===== src/hw/rtl/pud_pkg.sv =====
package pud_pkg;

   // One raw character of the encoded string
   typedef struct packed {
      logic [7:0] in_byte;
      logic       in_last;
   } req_type;

   // One decoded character
   typedef struct packed {
      logic [7:0] out_byte;
      logic       out_last;
   } rsp_type;

   // Results caused by one request: byte_list[0] goes out first, the
   // last flag belongs to byte_list[count - 1] only
   typedef struct packed {
      logic [1:0]      count;
      logic [2:0][7:0] byte_list;
      logic            last;
   } cmd_type;

   typedef enum logic [1:0] {
      STAGE_IDLE = 2'd0,
      STAGE_PCT  = 2'd1,
      STAGE_HELD = 2'd2
   } stage_type;

endpackage


===== src/hw/rtl/pud_front.sv =====
module pud_front (
   input  logic             clock,
   input  logic             reset,
   input  logic             accept,
   input  pud_pkg::req_type req_item,
   output logic             cmd_push,
   output pud_pkg::cmd_type cmd
);

   localparam logic [7:0] CH_PERCENT = 8'h25;
   localparam logic [7:0] CH_PLUS    = 8'h2B;
   localparam logic [7:0] CH_SPACE   = 8'h20;

   pud_pkg::stage_type stage_ff, stage_in;
   logic [7:0]         held_ff, held_in;
   logic [7:0]         b;
   logic               last;

   function automatic logic is_hex(input logic [7:0] c);
      logic r;
      case (c) inside
         [8'h30:8'h39], [8'h41:8'h46], [8'h61:8'h66]: r = 1'b1;
         default:                                     r = 1'b0;
      endcase
      return r;
   endfunction

   function automatic logic [3:0] hex_val(input logic [7:0] c);
      logic [3:0] r;
      case (c) inside
         [8'h30:8'h39]: r = c[3:0];
         [8'h41:8'h46],
         [8'h61:8'h66]: r = c[3:0] + 4'd9;
         default:       r = 4'd0;
      endcase
      return r;
   endfunction

   // Map '+' to a space, pass anything else
   function automatic logic [7:0] plain(input logic [7:0] c);
      return (c == CH_PLUS) ? CH_SPACE : c;
   endfunction

   assign b    = req_item.in_byte;
   assign last = req_item.in_last;

   always_ff @(posedge clock) begin
      if (reset) begin
         stage_ff <= pud_pkg::STAGE_IDLE;
      end else begin
         stage_ff <= stage_in;
      end
      held_ff <= held_in;
   end

   always_comb begin
      stage_in      = stage_ff;
      held_in       = held_ff;
      cmd.count     = 2'd0;
      cmd.byte_list = '0;
      cmd.last      = last;
      case (stage_ff)
         pud_pkg::STAGE_PCT: begin
            if (last) begin
               cmd.byte_list[0] = CH_PERCENT;
               cmd.byte_list[1] = plain(b);
               cmd.count        = 2'd2;
               stage_in         = pud_pkg::STAGE_IDLE;
            end else begin
               held_in  = b;
               stage_in = pud_pkg::STAGE_HELD;
            end
         end
         pud_pkg::STAGE_HELD: begin
            if (is_hex(held_ff) && is_hex(b)) begin
               cmd.byte_list[0] = {hex_val(held_ff), hex_val(b)};
               cmd.count        = 2'd1;
               stage_in         = pud_pkg::STAGE_IDLE;
            end else begin
               cmd.byte_list[0] = CH_PERCENT;
               if (held_ff == CH_PERCENT && !last) begin
                  // held '%' reopens the escape with this byte as follower
                  cmd.count = 2'd1;
                  held_in   = b;
               end else begin
                  cmd.byte_list[1] = plain(held_ff);
                  if (b == CH_PERCENT && !last) begin
                     cmd.count = 2'd2;
                     stage_in  = pud_pkg::STAGE_PCT;
                  end else begin
                     cmd.byte_list[2] = plain(b);
                     cmd.count        = 2'd3;
                     stage_in         = pud_pkg::STAGE_IDLE;
                  end
               end
            end
         end
         default: begin
            if (b == CH_PERCENT && !last) begin
               stage_in = pud_pkg::STAGE_PCT;
            end else begin
               cmd.byte_list[0] = plain(b);
               cmd.count        = 2'd1;
               stage_in         = pud_pkg::STAGE_IDLE;
            end
         end
      endcase
      if (!accept) begin
         stage_in = stage_ff;
         held_in  = held_ff;
      end
      cmd_push = accept && (cmd.count != 2'd0);
   end

endmodule


===== src/hw/rtl/pud_cmd_queue.sv =====
module pud_cmd_queue #(
   parameter int DEPTH = 4
) (
   input  logic             clock,
   input  logic             reset,
   input  logic             push,
   input  pud_pkg::cmd_type push_cmd,
   input  logic             pop,
   output pud_pkg::cmd_type head,
   output logic             empty,
   output logic             full
);

   localparam int AW = (DEPTH > 1) ? $clog2(DEPTH) : 1;
   localparam int CW = $clog2(DEPTH + 1);
   localparam logic [AW-1:0] LAST_SLOT = AW'(DEPTH - 1);
   localparam logic [CW-1:0] FULL_CNT  = CW'(DEPTH);

   pud_pkg::cmd_type slot_ff [DEPTH];
   logic [AW-1:0]    wr_ptr_ff, wr_ptr_in;
   logic [AW-1:0]    rd_ptr_ff, rd_ptr_in;
   logic [CW-1:0]    count_ff, count_in;

   assign empty = (count_ff == '0);
   assign full  = (count_ff == FULL_CNT);
   assign head  = slot_ff[rd_ptr_ff];

   always_comb begin
      wr_ptr_in = wr_ptr_ff;
      rd_ptr_in = rd_ptr_ff;
      count_in  = count_ff;
      if (push) begin
         wr_ptr_in = (wr_ptr_ff == LAST_SLOT) ? '0 : wr_ptr_ff + 1'b1;
      end
      if (pop) begin
         rd_ptr_in = (rd_ptr_ff == LAST_SLOT) ? '0 : rd_ptr_ff + 1'b1;
      end
      if (push && !pop) begin
         count_in = count_ff + 1'b1;
      end else if (pop && !push) begin
         count_in = count_ff - 1'b1;
      end
   end

   always_ff @(posedge clock) begin
      if (reset) begin
         wr_ptr_ff <= '0;
         rd_ptr_ff <= '0;
         count_ff  <= '0;
      end else begin
         wr_ptr_ff <= wr_ptr_in;
         rd_ptr_ff <= rd_ptr_in;
         count_ff  <= count_in;
      end
      if (push) begin
         slot_ff[wr_ptr_ff] <= push_cmd;
      end
   end

endmodule


===== src/hw/rtl/pud_back.sv =====
module pud_back (
   input  logic             clock,
   input  logic             reset,
   input  pud_pkg::cmd_type head,
   input  logic             q_empty,
   output logic             q_pop,
   output pud_pkg::rsp_type rsp_item,
   output logic             rsp_empty,
   input  logic             rsp_pop
);

   logic             out_valid_ff, out_valid_in;
   pud_pkg::rsp_type out_ff, out_in;
   logic [1:0]       sub_ff, sub_in;
   logic             load;
   logic             final_sub;

   assign rsp_empty = !out_valid_ff;
   assign rsp_item  = out_ff;

   always_comb begin
      load         = !q_empty && (!out_valid_ff || rsp_pop);
      final_sub    = (sub_ff == head.count - 2'd1);
      q_pop        = load && final_sub;
      sub_in       = sub_ff;
      out_in       = out_ff;
      out_valid_in = out_valid_ff;
      if (load) begin
         out_in.out_byte = head.byte_list[sub_ff];
         out_in.out_last = head.last && final_sub;
         out_valid_in    = 1'b1;
         sub_in          = final_sub ? 2'd0 : sub_ff + 2'd1;
      end else if (rsp_pop) begin
         out_valid_in = 1'b0;
      end
   end

   always_ff @(posedge clock) begin
      if (reset) begin
         out_valid_ff <= 1'b0;
         sub_ff       <= 2'd0;
      end else begin
         out_valid_ff <= out_valid_in;
         sub_ff       <= sub_in;
      end
      out_ff <= out_in;
   end

endmodule


===== src/hw/rtl/url_percent_decoder_unit.sv =====
// A decoded byte passes a command queue slot, then the output register, to reach rsp_item.
// Throughput: one request per cycle while req_full is low; one byte per cycle leaves the
// output register while rsp_pop drains it, the queue absorbing the up-to-three-byte bursts.
// Reset: synchronous, active high; clears escape state, command queue and output register.
module url_percent_decoder_unit #(
   parameter int QUEUE_DEPTH = 4
) (
   input  logic             clock,
   input  logic             reset,
   input  logic             req_push,
   output logic             req_full,
   input  pud_pkg::req_type req_item,
   output logic             rsp_empty,
   input  logic             rsp_pop,
   output pud_pkg::rsp_type rsp_item
);

   // Front: classify each request against the escape state and turn it
   // into a command of zero to three output bytes.
   // Queue: hold commands so the front keeps taking one request a cycle
   // while the queue has room and the back works through a burst.
   // Back: serialise each command into single bytes behind an output
   // register, tagging only the final byte with the last flag.

   logic             accept;
   logic             cmd_push;
   pud_pkg::cmd_type cmd;
   pud_pkg::cmd_type head;
   logic             q_empty;
   logic             q_pop;

   // Accept whenever the queue has room; a request yielding no bytes
   // still advances the escape state.
   assign accept = req_push && !req_full;

   pud_front u_front (
      .clock    (clock),
      .reset    (reset),
      .accept   (accept),
      .req_item (req_item),
      .cmd_push (cmd_push),
      .cmd      (cmd)
   );

   pud_cmd_queue #(
      .DEPTH (QUEUE_DEPTH)
   ) u_queue (
      .clock    (clock),
      .reset    (reset),
      .push     (cmd_push),
      .push_cmd (cmd),
      .pop      (q_pop),
      .head     (head),
      .empty    (q_empty),
      .full     (req_full)
   );

   pud_back u_back (
      .clock     (clock),
      .reset     (reset),
      .head      (head),
      .q_empty   (q_empty),
      .q_pop     (q_pop),
      .rsp_item  (rsp_item),
      .rsp_empty (rsp_empty),
      .rsp_pop   (rsp_pop)
   );

`ifndef NO_ASSERTIONS
   // Output register must be clear straight after reset
   a_reset_empty: assert property (@(posedge clock) reset |=> rsp_empty)
      else $error("result pending after reset");

   // A full queue implies the back has already loaded a result
   a_full_has_rsp: assert property (@(posedge clock) disable iff (reset)
      req_full |-> !rsp_empty)
      else $error("queue full with output register empty");

   // Never retire a command that is not there
   a_pop_nonempty: assert property (@(posedge clock) disable iff (reset)
      q_pop |-> !q_empty)
      else $error("command popped from empty queue");
`endif

endmodule

===== config.mk =====
export PLATFORM = sky130hd
export DESIGN_NAME = url_percent_decoder_unit
export DESIGN_NICKNAME = d
export VERILOG_FILES = /design/src/hw/rtl/pud_pkg.sv /design/src/hw/rtl/pud_front.sv /design/src/hw/rtl/pud_cmd_queue.sv /design/src/hw/rtl/pud_back.sv /design/src/hw/rtl/url_percent_decoder_unit.sv
export SDC_FILE = /design/constraint.sdc
export NUM_CORES = 1
export LEC_CHECK = 0
export ABC_AREA = 1
export BUFFER_PORTS_ARGS = -buffer_cell sky130_fd_sc_hd__buf_2
export CAP_MARGIN = 20
export CORE_ASPECT_RATIO = 1.1
export CORE_MARGIN = 2
export CORE_UTILIZATION = 60
export CTS_CLUSTER_SIZE = 16
export DETAILED_ROUTE_END_ITERATION = 10
export GPL_ROUTABILITY_DRIVEN = 0
export GPL_TIMING_DRIVEN = 0
export MAX_ROUTING_LAYER = met4
export PLACE_DENSITY = 0.9
export RECOVER_POWER = 25
export SKIP_LAST_GASP = 1
export SLEW_MARGIN = 20
export SYNTH_ARGS = -nofsm -noshare
export SYNTH_HDL_FRONTEND = slang
export SYNTH_HIERARCHICAL = 1
export SYNTH_SLANG_ARGS = --single-unit

===== constraint.sdc =====
create_clock -name clock -period 3 [get_ports clock]
set_input_delay 0.6 -clock clock [delete_from_list [all_inputs] [get_ports clock]]
set_output_delay 0.6 -clock clock [all_outputs]
set_load 0.1 [all_outputs]

# After elaboration in Yosys (flattened, before gate mapping)
# Memories as Yosys holds them, arrays and structs flattened. A register that Yosys moved wholly into a read port is not among the register bits.
# Index checks and enable logic that the tools add are counted.
dict set report op_classes {
  addsub 8
  order_cmp 13
  eq_ne 14
  muxes 46
  reduce_logical 34
}
# operator n
set op_table {}
lappend op_table {{2-to-1 mux 8 bit} 9}
lappend op_table {{2-to-1 mux 16 bit} 3}
lappend op_table {{one-hot mux 8 bit (2 select lines)} 3}
lappend op_table {{== test 8 x 6 -> 1 bit, second input constant} 4}
lappend op_table {{>= comparator 8 x 7 -> 1 bit, second input constant} 4}
lappend op_table {{<= comparator 8 x 7 -> 1 bit, second input constant} 4}
lappend op_table {{2-to-1 mux 2 bit} 11}
lappend op_table {{binary-select mux 8 bit (select 2 bit)} 1}
lappend op_table {{>= comparator 8 x 6 -> 1 bit, second input constant} 2}
lappend op_table {{<= comparator 8 x 6 -> 1 bit, second input constant} 2}
lappend op_table {{logical AND 1 bit} 16}
lappend op_table {{2-to-1 mux 4 bit} 4}
lappend op_table {{2-to-1 mux 1 bit} 11}
lappend op_table {{adder 4 bit, second input constant} 2}
lappend op_table {{one-hot mux 2 bit (2 select lines)} 2}
lappend op_table {{nonzero test 2 bit} 4}
lappend op_table {{adder 2 x 1 -> 2 bit, second input constant} 3}
lappend op_table {{== test 2 bit, second input constant} 3}
lappend op_table {{zero test 1 bit} 6}
lappend op_table {{2-to-1 mux 3 bit} 2}
lappend op_table {{OR reduction 3 bit} 2}
lappend op_table {{AND reduction 5 bit} 1}
lappend op_table {{!= test 2 bit, second input constant} 2}
lappend op_table {{OR reduction 2 bit} 2}
lappend op_table {{other kinds (12)} 12}
dict set report totals {
  register_bits 29
  ram_bits 108
  in_bits 13
  out_inout_bits 11
  wordCells 125
  memories 1
}
# memory depth word_bits rd rd_ports_with_merged_regs wr line
set mem_list {}
lappend mem_list {u_queue.slot_ff 4 27 1 1 1 pud_cmd_queue.sv:19} ;# pud_pkg::cmd_type slot_ff [DEPTH];

# Longest topological paths before layout
# Gate-level depths: netlist of run 1.
dict set report depth {
  word_depth 14
  ltp_mapped 21
  ltp_nobuf 20
}

# By module
# The synthesis of run 1 kept the hierarchy.
# mod instances cells_each area_each_um2 seq_area_each_um2
set by_module_without_submodules {}
lappend by_module_without_submodules {pud_cmd_queue 1 320 4510.6 3423.3}
lappend by_module_without_submodules {pud_front 1 195 1310.0 280.3}
lappend by_module_without_submodules {pud_back 1 80 685.7 330.3}
lappend by_module_without_submodules {url_percent_decoder_unit 1 2 10.0 0.0}

# Least setup slack after synthesis of run 1
# No wires, ideal clock.
dict set report synth_path {
  path_type {register to register}
  from {register u_queue.count_ff[0]}
  to {register u_queue.count_ff[1]}
  setup_ns 0.116
  arrival_time_ns 3.679
  required_ns 2.884
  slack_ns -0.794
  path_stages_with_launch 10
  n_path_buf 0
  period_less_slack_ns 3.794
  path_cell_list {dfxtp_1 > nor3_1 > nor2_2 > inv_1 > a21oi_2 > ha_1 > inv_1 > fa_1 > o21ai_0 > nor2_1}
}
dict set report synth_between {
  word_cells_on_any_way 17
  cone_classes {add/sub (2); eq/ne (1); mux (2); reduce/logical (12)}
}
# item line
set synth_rtl {}
lappend synth_rtl {{start, declared} pud_cmd_queue.sv:22} ;# logic [CW-1:0] count_ff, count_in;
lappend synth_rtl {{start signal, assigned} pud_cmd_queue.sv:53} ;# count_ff <= count_in;
lappend synth_rtl {{== test 3 bit} pud_cmd_queue.sv:25} ;# assign full = (count_ff == FULL_CNT);
lappend synth_rtl {{via req_full} url_percent_decoder_unit.sv:11} ;# output logic req_full,
lappend synth_rtl {{zero test 1 bit} url_percent_decoder_unit.sv:34} ;# assign accept = req_push && !req_full;
lappend synth_rtl {{logical AND 1 bit} url_percent_decoder_unit.sv:34}
lappend synth_rtl {{via accept} url_percent_decoder_unit.sv:25} ;# logic accept;
lappend synth_rtl {{logical AND 1 bit} pud_front.sv:112} ;# cmd_push = accept && (cmd.count != 2'd0);
lappend synth_rtl {{via cmd_push} url_percent_decoder_unit.sv:26} ;# logic cmd_push;
lappend synth_rtl {{logical AND 1 bit} pud_cmd_queue.sv:38} ;# if (push && !pop) begin
lappend synth_rtl {{2-to-1 mux 3 bit} pud_cmd_queue.sv:38}
lappend synth_rtl {{via u_queue.count_in[1]} pud_cmd_queue.sv:22}
# The timed path passes the listed nets, and every way through them passes these cells. The select of a mux whose other input is x is not followed.
# A chain may end at the register's enable or synchronous reset.

# Final worst setup path of run 1
dict set report layout_path {
  from {input port req_item[6] (netlist bit)}
  to {memory u_queue/slot_ff[3][15] (netlist bit) (enable)}
}
dict set report layout_between {
  elab_chain_cells 12
  word_cells_on_any_way 24
  cone_classes {order compare (6); eq/ne (1); mux (9); reduce/logical (8)}
}
# item line
set layout_rtl {}
lappend layout_rtl {{start, declared} url_percent_decoder_unit.sv:12} ;# input pud_pkg::req_type req_item,
lappend layout_rtl {{>= comparator 8 x 7 -> 1 bit (not written as such), or another cell as far along} pud_front.sv:75} ;# if (is_hex(held_ff) && is_hex(b)) begin
lappend layout_rtl {{logical AND 1 bit (not written as such)} pud_front.sv:75}
lappend layout_rtl {{OR reduction 3 bit} pud_front.sv:21} ;# case (c) inside
lappend layout_rtl {{2-to-1 mux 1 bit} pud_front.sv:21}
lappend layout_rtl {{2-to-1 mux 1 bit} pud_front.sv:62} ;# case (stage_ff)
lappend layout_rtl {{logical AND 1 bit} pud_front.sv:75}
lappend layout_rtl {{2-to-1 mux 2 bit} pud_front.sv:75}
lappend layout_rtl {{one-hot mux 2 bit (2 select lines) *} pud_front.sv:62}
lappend layout_rtl {{nonzero test 2 bit *} pud_front.sv:112}
lappend layout_rtl {{logical AND 1 bit *} pud_front.sv:112}
lappend layout_rtl {{via cmd_push} url_percent_decoder_unit.sv:26}
lappend layout_rtl {{2-to-1 mux 1 bit *} pud_cmd_queue.sv:55} ;# if (push) begin
lappend layout_rtl {{2-to-1 mux 1 bit (not written as such) *} pud_cmd_queue.sv:56} ;# slot_ff[wr_ptr_ff] <= push_cmd;
lappend layout_rtl {{end, declared} pud_cmd_queue.sv:19}
# The timed path passes the listed nets; every way through them passes the cells marked *. The select of a mux whose other input is x is not followed.

==> out/results.env, run 1 <==
POWERDENSITY_nW_PER_UM2=930
FINALSETUPTNS_NS=0
P_INT_mW=4.16
SYNTH_UNIQUE_CELLS=43
LAYOUT.NETS=671
GLOBALROUTEOVERFLOWTOTAL=0
USE_MET3=0.0655
HOLD_PATH_CLASS='input pin to register'
IO-PIN-COUNT=24
SYNTH.AREA.MUX_SHARE=0
EDFF_COUNT_SYNTH=125
COMBINATIONALPOWERSHARE=0.327
POSTCTSHOLDBUFS=0
FLOW.AREA_GROWTH_FROM_SYNTHESIS_PCT=14.1
SLEW_VIOL_FINAL=0
CTS.SINKS=139
NUMBER_OF_DESIGN_RULE_VIOLATIONS_LEFT_AFTER_DETAIL_ROUTING=0
SETUP.REG_TO_REG.WORST_SLACK_NS=0.15
DRT_FIRST_PASS_ITERS=6
REGISTER_BIT_COUNT_REPORTED_BY_YOSYS=139
SYNTH-XOR-AREA-SHARE=0.00269
WORST_SKEW_PAIR.LATE_LATENCY_NS=0.43
SEQPWRFRAC=0.383
DIE_X_UM=103
GLOBALROUTEMET1UTIL=0.382
NUMBER_OF_GLOBAL_ROUTE_VIAS_BEFORE_REPAIR=4717
YOSYS_MOST_USED_DFF='edfxtp_1'
HTREEDEPTH=4
SYNTH_TOP_AREA_SHARE=0.576
AVGVIACOUNTPERCELL=6.42
GLOBAL_ROUTE.PEAK_USAGE_LAYER='met2'
SYN_AREA_UM2=6520
SYNTH-SEQ-AREA-SHARE=0.619
DP.CELLS=763
CP_DATA_ARRIVAL_TIME_NS=2.85
FINISH.INSTANCE_AREA_UM2=7430
LAYOUT_WORST_PATH_CYCLE_SHARE=0.956
ANTENNA_FOUND_INITIAL=0
COMMONEST_CELLS_AFTER_ROUTING_FILL_AND_TAPS_ASIDE='125 x edfxtp_1, 92 x nor2_1, 58 x o21ai_0, 49 x nand2_1, 45 x inv_1'
HOLD_VIOLATIONS=0
FIN_SKEW_NS=0.0149
CP_DATA_REQUIRED_TIME_NS=2.98
FMAXACHIEVABLE_GHz=0.349
POWER_FRAC_CLOCK=0.291
NETSWITCHINGPOWER_mW=2.76
INITIAL_CORE_UTIL=0.621
POST_SYNTH_ARST_SHARE=0
DIE_AREA_UM2=11700
ENDPOINT_KIND='register'
CLK_ROOT_BUFFER_CELL='clkbuf_16'
START_KIND='input pin'
DRT-TOTAL-WL_UM=16800
TIMING.CRITICAL_PATH.FANOUT_MAX=27
YS_TOP_CELLS_BY_AREA='edfxtp_1 58%, nor2_1 5.3%, dfxtp_1 4.3%'
TRITONCTS='done'
RSZ0062_AT_GRT='yes'
DR.FIRST_ITER.DRC_COUNT=995
DRIVE_GT1_FRAC=0.171
GLOBALROUTEMET2UTIL=0.475
YS_WARN_COUNT=6
SYNTH_COMPOUND_AREA_FRAC=0.121
YOSYSTOPAREACELL='edfxtp_1'
FINAL_COMMON_CELL='edfxtp_1'
MEAN_SYN_CELL_AREA_UM2=10.9
RESULT_OF_THE_RUN='complete, no violations'
YOSYS.AREA_SHARE.ADDER=0.0300
WORST_SETUP_HOLD_PATH_CLK_SLEW_NS=0.06
LARGEST_FAMILY_OF_LOGIC_CELLS_BY_SYNTHESIZED_AREA='simple AND/OR/NAND/NOR gates'
SYNTH_CELLS=597
WORST-SETUP-PATH-TYPE='input pin to register'
DIODES=0
DRV.MAX_CAP_VIOLATION_COUNT=0
SYNTH_SIMPLE_GATE_AREA_FRAC=0.159
LEAKAGE_nW=2.80
NUMCTSBUFFERS=17
POWER_mW=6.91
DRTANTENNAVIOLNETS=0
SYNTH.NET_COUNT=625
PLACEABLECOREAREA_UM2=10500
SETUP_VIOL=0
IR_DROP_WORST_VDD_V=0.000647
IO_BUFFERS=23
POWER.SHARE.SWITCHING=0.398
FINAL_CELLS=799
FINAL_PERIOD_MINUS_WORST_SETUP_SLACK_NS=2.87
WORSTMARGINPINSLEW_NS=1.21
PLACE_HPWL_UM=10000
CTS_BUFFER_DEPTH=2
ROUTE.DETAILED.WL_PER_INST_UM=21.0
DPL-INSTANCE-AREA_UM2=6820
GRT_START_MAX_NET_PINS=28
RELSLEWSLACK=0.200
VIA_TOTAL_AFTER_DETAILED_ROUTING=5128
FP.DIEH_UM=113
WIRE_LENGTH_OF_THE_FIRST_GLOBAL_ROUTING_PASS_UM=25300
ROW_COUNT=39
GRT_UTIL_ALL_LAYERS=0.303
==> power by group through the flow <==
stage / Clock (mW) / Sequential (mW) / Combinational [mW]
2_1_floorplan: 0 / 3.12 / 1.15
3_3_place_gp: 0 / 2.66 / 2.05
3_5_place_dp: 0 / 2.67 / 2.14
4_1_cts: 2.01 / 2.64 / 2.20
5_1_grt: 2.09 / 2.67 / 2.39
6_report: 2.01 / 2.65 / 2.26
==> cell usage after synthesis, types with 2 or more instances <==
cell and number:
nand2_1 49, nand2_2 6, ha_1 14, buf_2 7, nand3_1 29, nand3_2 4, o21ai_0 51, o22ai_1 29
xor2_1 2, inv_2 5, buf_6 11, nor2_1 92, o21ai_2 2, nor3_1 9, dfxtp_1 14, nor3_2 2
o21ai_1 34, inv_1 51, nand2_4 5, buf_4 5, edfxtp_1 125, nand4_1 10, o211ai_1 3, a21oi_1 19
==> routing by layer <==
layer,share of wire,up-vias
li1,-,2209
met4,0.041,0
met3,0.11,78
met2,0.49,485
met5,0,-
met1,0.35,2356
==> area by class of cell <==
class / instances / area [um^2]
flip-flops and latches: 139 / 4030
fillers: 673 / 3060
multi-input cells: 373 / 2070
clock buffers: 17 / 425
inverters: 59 / 238
plain buffers: 26 / 210
well taps: 143 / 179
clock inverters: 15 / 146
repair buffers: 27 / 128
==> sequential cells by signal, summed over array words and instances (netlist names), named ones only <==
register	flops
u_back/sub_ff	2
u_back/rsp_item	9
u_queue/wr_ptr_ff	2
u_queue/count_ff	3
u_front/held_ff	8
u_queue/slot_ff	108
u_back/out_valid_ff	1
u_queue/rd_ptr_ff	2
u_front/stage_ff	2
==> stage by stage <==
stage | hold slack (ns) | setup slack [ns] | utilization
CTS | 0.364 | 0.0513 | 0.705
detailed placement | 0.542 | -0.359 | 0.650
global route | 0.370 | -0.0406 | 0.708
finish | 0.371 | 0.133 | 0.708
global placement | 0.502 | -0.624 | 0.650
floorplan | 0.490 | 0.124 | -
==> logic make-up after synthesis <==
family          Yosys count
compound gates          143
xor+xnor                  2
fa+ha+maj                15
buf+inv                  85
flops                   139
simple gates            213
==> worst max-delay path, stage by stage <==
cell	delay [ns]
clkbuf_1	0.25
inv_1	0.12
nor4_1	0.41
nand2_1	0.21
inv_1	0.16
nand2_1	0.08
nand2_1	0.19
a21oi_4	0.13
buf_4	0.16
nand2_1	0.07
clkinv_2	0.45
==> worst paths after layout <==
path,depth (start not counted),endpoint,start
worst min register to register,2,u_queue/count_ff[1]$_SDFFE_PP0P_,u_queue/count_ff[1]$_SDFFE_PP0P_
worst max-delay path,11,u_queue/slot_ff[3][15]$_DFFE_PP_,req_item[6]
worst min-delay path,1,u_front/held_ff[3]$_DFFE_PP_,req_item[4]
worst max register to register,20,u_queue/count_ff[2]$_SDFFE_PP0P_,u_front/held_ff[0]$_DFFE_PP_
==> what timing repair did <==
item | 4_1_cts | 5_1_grt
buffers inserted | 0 | 4
hold endpoints to repair | 0 | 0
pin swaps | 0 | 4
resized for setup | 1 | 12
endpoints found under the setup margin | 2 | 110
(Power assumes the default switching activity.)
==> run 2, diff against run 1 <==
Settings changed: PLACE_DENSITY 0.9 to 0.85.
==> run 2 against run 1 <==
- hold slack improved by 0.00055 ns
- combinational power fell by 4%
- count of clock-buffer cells in the layout did not move
- setup slack improved by 0.015 ns
- sequential share of layout area rose by 0.092 points
- sequential cell count did not move
- design area fell by 0.17%
- non-clock buffer count rose by 1
- maximum frequency rose by 0.52%
- critical path type is now register to register
==> out/results.env, run 2 (synthesis gave the netlist of run 1 again) <==
WORSTMARGINPINSLEW_NS=1.17
CTS_BUFFER_DEPTH=2
TIMING.CRITICAL_PATH.FANOUT_MAX=9
VIA_TOTAL_AFTER_DETAILED_ROUTING=4892
DRIVE_GT1_FRAC=0.166
FINALSETUPTNS_NS=0
ENDPOINT_KIND='register'
TRITONCTS='done'
WORST-SETUP-PATH-TYPE='register to register'
FMAXACHIEVABLE_GHz=0.351
ROUTE.DETAILED.WL_PER_INST_UM=19.7
RESULT_OF_THE_RUN='complete, no violations'
IR_DROP_WORST_VDD_V=0.000701
CLK_ROOT_BUFFER_CELL='clkbuf_16'
MAX_STAGE_DELAY_NS=0.44
COMMONEST_CELLS_AFTER_ROUTING_FILL_AND_TAPS_ASIDE='125 x edfxtp_1, 92 x nor2_1, 57 x o21ai_0, 49 x nand2_1, 46 x inv_1'
FINAL_PERIOD_MINUS_WORST_SETUP_SLACK_NS=2.85
REGISTERS.TOP_BY_FF_COUNT='u_queue/slot_ff'
NUMBER_OF_GLOBAL_ROUTE_VIAS_BEFORE_REPAIR=4758
WIRE_LENGTH_OF_THE_FIRST_GLOBAL_ROUTING_PASS_UM=24400
WORST_SETUP_HOLD_PATH_CLK_SLEW_NS=0.06
PLACEABLECOREAREA_UM2=10500
HOLD_VIOLATIONS=0
GRT_UTIL_ALL_LAYERS=0.293
SLEW_VIOL_FINAL=0
LEAKAGE_nW=2.79
FIN_SKEW_NS=0.00889
DRV.MAX_CAP_VIOLATION_COUNT=0
LAYOUT_WORST_PATH_CYCLE_SHARE=0.951
PATH_DELAY_FAMILY='simple AND/OR/NAND/NOR gates'
ANTENNA_FOUND_INITIAL=0
FP.DIEH_UM=113
AVGVIACOUNTPERCELL=6.12
START_KIND='register'
WORST_SKEW_PAIR.LATE_LATENCY_NS=0.43
IO_BUFFERS=23
DR.FIRST_ITER.DRC_COUNT=648
HTREEDEPTH=4
DIE_AREA_UM2=11700
CTS.SINKS=139
POSTCTSHOLDBUFS=0
CRIT_CHAIN='ha_2, o21ai_2, nand2_2, nand2_4, nand2_4, nand2_8, nand3_4, nand2_2, nand2_2, a21oi_4, ha_1, inv_1, fa_1, inv_1, nand2_1, nand3_1, nand2_1, inv_1, nor2_1'
LAYOUT.NETS=672
HOLDWS_NS=0.371
DIE_X_UM=103
CRIT_PATH_TOP_DELAY_CELL='edfxtp_1'
DIODES=0
WORST_PATH_BUF_INV=3
IO-PIN-COUNT=24
LARGEST_REG_FLOPS=108
NUMBER_OF_DESIGN_RULE_VIOLATIONS_LEFT_AFTER_DETAIL_ROUTING=0
HOLD_PATH_CLASS='input pin to register'
NUMCTSBUFFERS=17
POWERDENSITY_nW_PER_UM2=920
DRT-TOTAL-WL_UM=15800
RELSLEWSLACK=0.223
SETUP_VIOL=0
FLOW.AREA_GROWTH_FROM_SYNTHESIS_PCT=13.9
PLACE_HPWL_UM=10100
CP_DATA_REQUIRED_TIME_NS=3.32
INITIAL_CORE_UTIL=0.621
DRTANTENNAVIOLNETS=0
RSZ0062_AT_GRT='yes'
GLOBALROUTEOVERFLOWTOTAL=0
CP_DATA_ARRIVAL_TIME_NS=3.18
ROW_COUNT=39
DRT_FIRST_PASS_ITERS=5
GRT_START_MAX_NET_PINS=28
FINAL_COMMON_CELL='edfxtp_1'
[run 2: layout make-up]
cell class              instances  area [um^2]
inverters                      59          239
flip-flops and latches        139         4030
clock buffers                  17          425
fillers                       687         3070
repair buffers                 28          133
clock inverters                15          150
well taps                     143          179
plain buffers                  26          210
multi-input cells             373         2050
[run 2: where the power goes]
group	switching [mW]	internal (mW)	leakage [nW]
Sequential	0.120	2.52	1.28
Combinational	1.66	0.511	1.25
Clock	0.795	1.22	0.265
Total	2.58	4.25	2.79
[run 2: worst paths after layout]
path         slack [ns]                             start  cells after the start                          endpoint
max                0.15      u_front/held_ff[0]$_DFFE_PP_                     19  u_queue/count_ff[2]$_SDFFE_PP0P_
min                0.37                       req_item[4]                      1      u_front/held_ff[3]$_DFFE_PP_
max reg2reg        0.15      u_front/held_ff[0]$_DFFE_PP_                     19  u_queue/count_ff[2]$_SDFFE_PP0P_
min reg2reg        0.56  u_back/out_valid_ff$_SDFFE_PP0P_                      2  u_back/out_valid_ff$_SDFFE_PP0P_
[run 2: per-stage QoR]
step                      cells  power (mW)  instance area, um^2  utilization  worst slack (ns)
final                       800        6.83                 7420        0.707             0.147
after global routing        800        7.11                 7420        0.707           -0.0544
after CTS                   796        6.83                 7400        0.706            0.0329
after detailed placement    764        4.80                 6820        0.650            -0.361
after global placement      763        4.71                 6820        0.650            -0.633
after floorplan             597        4.27                 6520            -             0.124
[run 2: timing repair]
item / CTS / global route
gates resized for setup: 1 / 8
setup buffers: 0 / 4
endpoints found under the setup margin: 2 / 110
pin swaps: 0 / 1
[run 2: routing by layer]
layer / track usage / routed length (um)
met5: - / 0
met4: 0.144 / 673
met3: 0.0716 / 1460
met2: 0.463 / 7810
met1: 0.350 / 5830
